$ cat config.mk
export PLATFORM = sky130hd
export DESIGN_NAME = aprs_ram
export DESIGN_NICKNAME = d
export VERILOG_FILES = /design/src/rtl/core/aprs_ram.sv
export SDC_FILE = /design/constraint.sdc
export NUM_CORES = 1
export LEC_CHECK = 0
export ABC_AREA = 1
export BUFFER_PORTS_ARGS = -buffer_cell sky130_fd_sc_hd__clkbuf_2
export CAP_MARGIN = 10
export CELL_PAD_IN_SITES_DETAIL_PLACEMENT = 2
export CELL_PAD_IN_SITES_GLOBAL_PLACEMENT = 2
export CORE_MARGIN = 5
export CORE_UTILIZATION = 49
export CTS_BUF_LIST = sky130_fd_sc_hd__clkbuf_2 sky130_fd_sc_hd__clkbuf_4 sky130_fd_sc_hd__clkbuf_8
export CTS_CLUSTER_SIZE = 24
export DETAILED_ROUTE_END_ITERATION = 6
export HOLD_SLACK_MARGIN = 0.03
export PLACE_DENSITY_LB_ADDON = 0.1
export SLEW_MARGIN = 30
export SYNTH_ARGS = -nofsm -noshare
export SYNTH_HDL_FRONTEND = slang
export SYNTH_SLANG_ARGS = --single-unit
export TNS_END_PERCENT = 50
$ cat constraint.sdc
create_clock -name clk -period 3.4 [get_ports clk]
set_clock_uncertainty 0.05 [all_clocks]
set_input_delay 0.34 -clock clk [delete_from_list [all_inputs] [get_ports clk]]
set_output_delay 0.34 -clock clk [all_outputs]
set_load 0.01 [all_outputs]
$ cat src/rtl/core/aprs_ram.sv
// ----------------------------------------------------------------------------
// aprs_ram
// Generic single-port-write, single-port-read RAM with registered read data.
// ----------------------------------------------------------------------------
module aprs_ram #(
  parameter int WIDTH = 8,
  parameter int DEPTH = 64
) (
  input  logic                     clk,
  input  logic                     we,
  input  logic [$clog2(DEPTH)-1:0] waddr,
  input  logic [WIDTH-1:0]         wdata,
  input  logic [$clog2(DEPTH)-1:0] raddr,
  output logic [WIDTH-1:0]         rdata
);

  logic [WIDTH-1:0] mem [DEPTH];

  always_ff @(posedge clk) begin
    if (we) begin
      mem[waddr] <= wdata;
    end
    rdata <= mem[raddr];
  end

endmodule

* After elaboration in Yosys (flattened, before gate mapping)
Memories as Yosys holds them, arrays and structs flattened. A register that Yosys moved wholly into a read port is not among the register bits.
Cells that the tools add are included.
** Storage, ports and cells
- Word-level logic and storage cells :: 3
- Flip-flop bits (word level) :: 0
- Input port bits :: 22
- Memories kept :: 1
- Memory bits (writable) :: 512
** Memory list
- mem :: depth 64, width 8, rd ports 1, clocked after memory_dff 1, wr ports 1, line 17 : logic [WIDTH-1:0] mem [DEPTH];
** Operators by class
- Multiplexer cells :: 2
** Operator list (number)
- 1-bit 2-to-1 mux :: 2

* Longest topological paths before layout
- Depth in word-level cells :: 2
- Gate-level depth with buffers :: 12

* Worst setup path after synthesis
No wires, ideal clock.
- Path kind :: input port to flip-flop
- Start :: in we
- End :: mem mem[48][0] (enable)
- Slack :: 1244 ps
- Path buffers :: 1
- Arrival :: 1711 ps
- Data required time :: 2955 ps
- Stages on the path :: 3
- Cell sequence :: clkbuf_1 -> nand4_1 -> nor4_1
** Between the ends
- Cells in the longest elaborated chain, start to end :: 2
** RTL lines
- from (decl) :: line 10 : input logic we,
- 1-bit 2-to-1 mux :: line 20 : if (we) begin
- 1-bit 2-to-1 mux (implied by the code) :: line 21 : mem[waddr] <= wdata;
- to (decl) :: line 17
No other way between the ends.

==> results by group <==
Logic synthesis
  – Yosys warns: 0
  – Flops & latches, synth: 520
  – Synth Instances: 1805
  – Post-synthesis sequential area ratio: 72.8%
  – Mean post-synth cell area: 11.8 sq um
  – Synth Cell Area: 21300 sq um
  – Unique masters post-synth: 16
  – Net Count, Synth: 1827

Clocking
  – Hold Buf Count CTS: 0
  – CTS max path bufs: 3
  – CTS resizes: 0
  – Worst skew pair latency: 0.70 ns
  – CTS tree: done
  – CTS H-tree lvls: 3
  – Clock sink count: 520
  – Worst-path clk slew: 0.06 ns
  – CTS root buffer: clkbuf_8
  – CTS buffer count: between 80 and 90
  – Setup Buffers After CTS: 0

Worst setup path
  – Critical Path Start Type: input pin
  – Kind of end point of the critical path: flip-flop
  – Slowest cell on crit path: buf_12
  – Arr. time, crit path: 2.62 ns
  – CP cell instances: clkbuf_8 > buf_12 > nand2_1 > nand3_1 > nand3_1 > nand2_1 > nand2_1 > nand3_1 > nand3_1 > nand2_1
  – R2r endpoint: rdata[5]
  – Required time worst endpoint: 3.97 ns
  – RR Startpoint: mem[55][5]
  – R2R depth: 8
  – Max incr delay on CP: between 0.5 and 0.6 ns
  – R2r setup slk: 1.73 ns
  – Crit Path Class: in2reg
  – Critical Path Fanout Max: approximately 150

Drt
  – Post-route DRC: 0
  – Via count: 15500
  – Via density: about 6.1
  – Initial DRC Count: 1613
  – Total wire length: 77.6 mm
  – Antenna-violating nets left: 0
  – Routed WL per cell: approximately 30 microns
  – Detailed Routing Iterations Pass 1: 5

Floorplanning
  – Core ar.: 43100 sq um
  – Num ports: 30
  – Die Y: between 200 and 250 microns
  – Row count: between 70 and 80
  – Initial Utilization: 49.5%
  – Die Area: 47800 sq um
  – Die X: 219 microns

GRT
  – Vias in the first global route: 17500
  – Largest net degree at the start of global routing: 154
  – GR Overflow Total: 0
  – First-pass GRT wire length: 115 mm
  – Initial antenna violation count: 4
  – Tot GR Track Use: between 30% and 40%

Run
  – # Max-Cap Violations: 0

Placed design
  – Buffers added on ports: 29
  – DP HPWL: between 40 and 50 mm
  – Gpl congestion: 0.773

Cells and area
  – Commonest cells after routing, fill and taps aside: nand2_1, edfxtp_1, nand3_1
  – Share of cells above drive strength 1: 13.4%
  – Commonest non-fill, non-tap cell in the layout: nand2_1
  – Area Overhead vs Synth: 12.2%
  – Fill cells: 4119
  – Final Net Count: ~1900

STA
  – Slew Limit Fails: 0
  – Final min period: about 2 ns
  – Setup TNS: 0 ns
  – RSZ-0062 raised after global routing: no
  – Worst Tran Pin Value: approximately 1 ns
  – Hold Vio Cnt, Final: 0
  – Fin crit share: 60.4%
  – Worst slew margin: 32.3%
  – Max Clk Rate: roughly 500 MHz
  – # setup viols final: 0

Min path
  – WHS Path Cells: 3
  – Worst hold path endpoint: rdata[3]
  – HP Start: raddr[5]
  – Hold Crit Class: in2reg

Pwr
  – Switching part of the total power: 25.4%
  – Combinational fraction of design power: 7.0%
  – Cell Int Power: between 10 and 15 mW
  – Seq pwr share: 52.4%
  – Total power: approximately 14 mW
  – PD cells: about 570 nW/um^2
  – Clk network pwr share: 40.5%
  – NetSw: roughly 3.5 mW
  – Pleak: a little under 9 nW
  – VDD IR max: 0.481 mV

Run status
  – Status: finished clean
[stage by stage]
step	instances	hold slack [ns]	util, %	cell area, sq um	setup WS (ns)
detailed placement	2410	0.720	51.8	22300	0.731
global route	2566	0.0671	55.6	23900	1.29
CTS	2565	0.0353	55.6	23900	1.45
global placement	2410	0.719	51.7	22300	0.862
floorplan	1805	0.389	-	21300	1.24
finish	2567	0.108	55.6	23900	1.35
[synth_stat cells (all sizes together)]
master,n,share of area (%)
buf,98,3.5
clkbuf,15,0.26
dfxtp,8,0.75
edfxtp,512,72
inv,12,0.23
nand2,648,11
nand3,439,10
nand4,9,0.26
nor2,56,0.99
nor4,8,0.23
[cell families (layout without fill, tap and decap cells)]
kind of cell,after synthesis,count (layout),share of synthesized area [%]
and+or+nand+nor,1160,1160,23.2
DFF,520,520,72.8
other,0,2,0
buffers and inverters,125,300,4.02
[cell type report]
cell class | instances | area [sq um] | area share (%)
inverters | 12 | 52.6 | 0.219
diodes | 2 | 5.00 | 0.0209
multi-input cells | 1160 | 4950 | 20.7
clock buffers | 119 | 1490 | 6.21
well taps | 585 | 732 | 3.06
clock inverters | 36 | 156 | 0.653
flip-flops and latches | 520 | 15500 | 64.9
repair buffers | 133 | 1030 | 4.29
[power groups by stage]
stage,combinational [mW],sequential (mW),clock [mW]
4_1_cts,0.949,7.12,5.58
2_1_floorplan,0.499,7.25,0
3_5_place_dp,0.919,7.26,0
3_3_place_gp,0.853,7.25,0
5_1_grt,1.02,7.12,5.90
6_report,0.956,7.12,5.51
[metal layers]
layer | routed length [microns] | GRT usage [%] | vias to the layer above
li1 | - | - | 6571
met1 | 29600 | 40.2 | 8091
met2 | 39100 | 56.1 | 657
met3 | 4710 | 6.43 | 228
met4 | 4150 | 16.5 | 2
met5 | 11 | 0 | -
[how the worst max path moves through the flow]
stage | startpoint | to | slack (ns) | depth (start not counted)
CTS | raddr[0] | rdata[5] | 1.45 | 11
finish | raddr[0] | rdata[2] | 1.35 | 10
global route | raddr[0] | rdata[2] | 1.29 | 11
global placement | raddr[0] | rdata[7] | 0.86 | 11
floorplan | we | mem[48][0] | 1.24 | 3
detailed placement | raddr[0] | rdata[5] | 0.73 | 11
[flip-flops by register name, indices dropped and copies added, names as in the netlist]
signal / count
mem: 512
rdata: 8
[worst max-delay path: cells and delay by family]
family,cells,cell delay [ns]
simple gates,8,1.17
buf+inv,2,0.83
(Power assumes the default switching activity.)
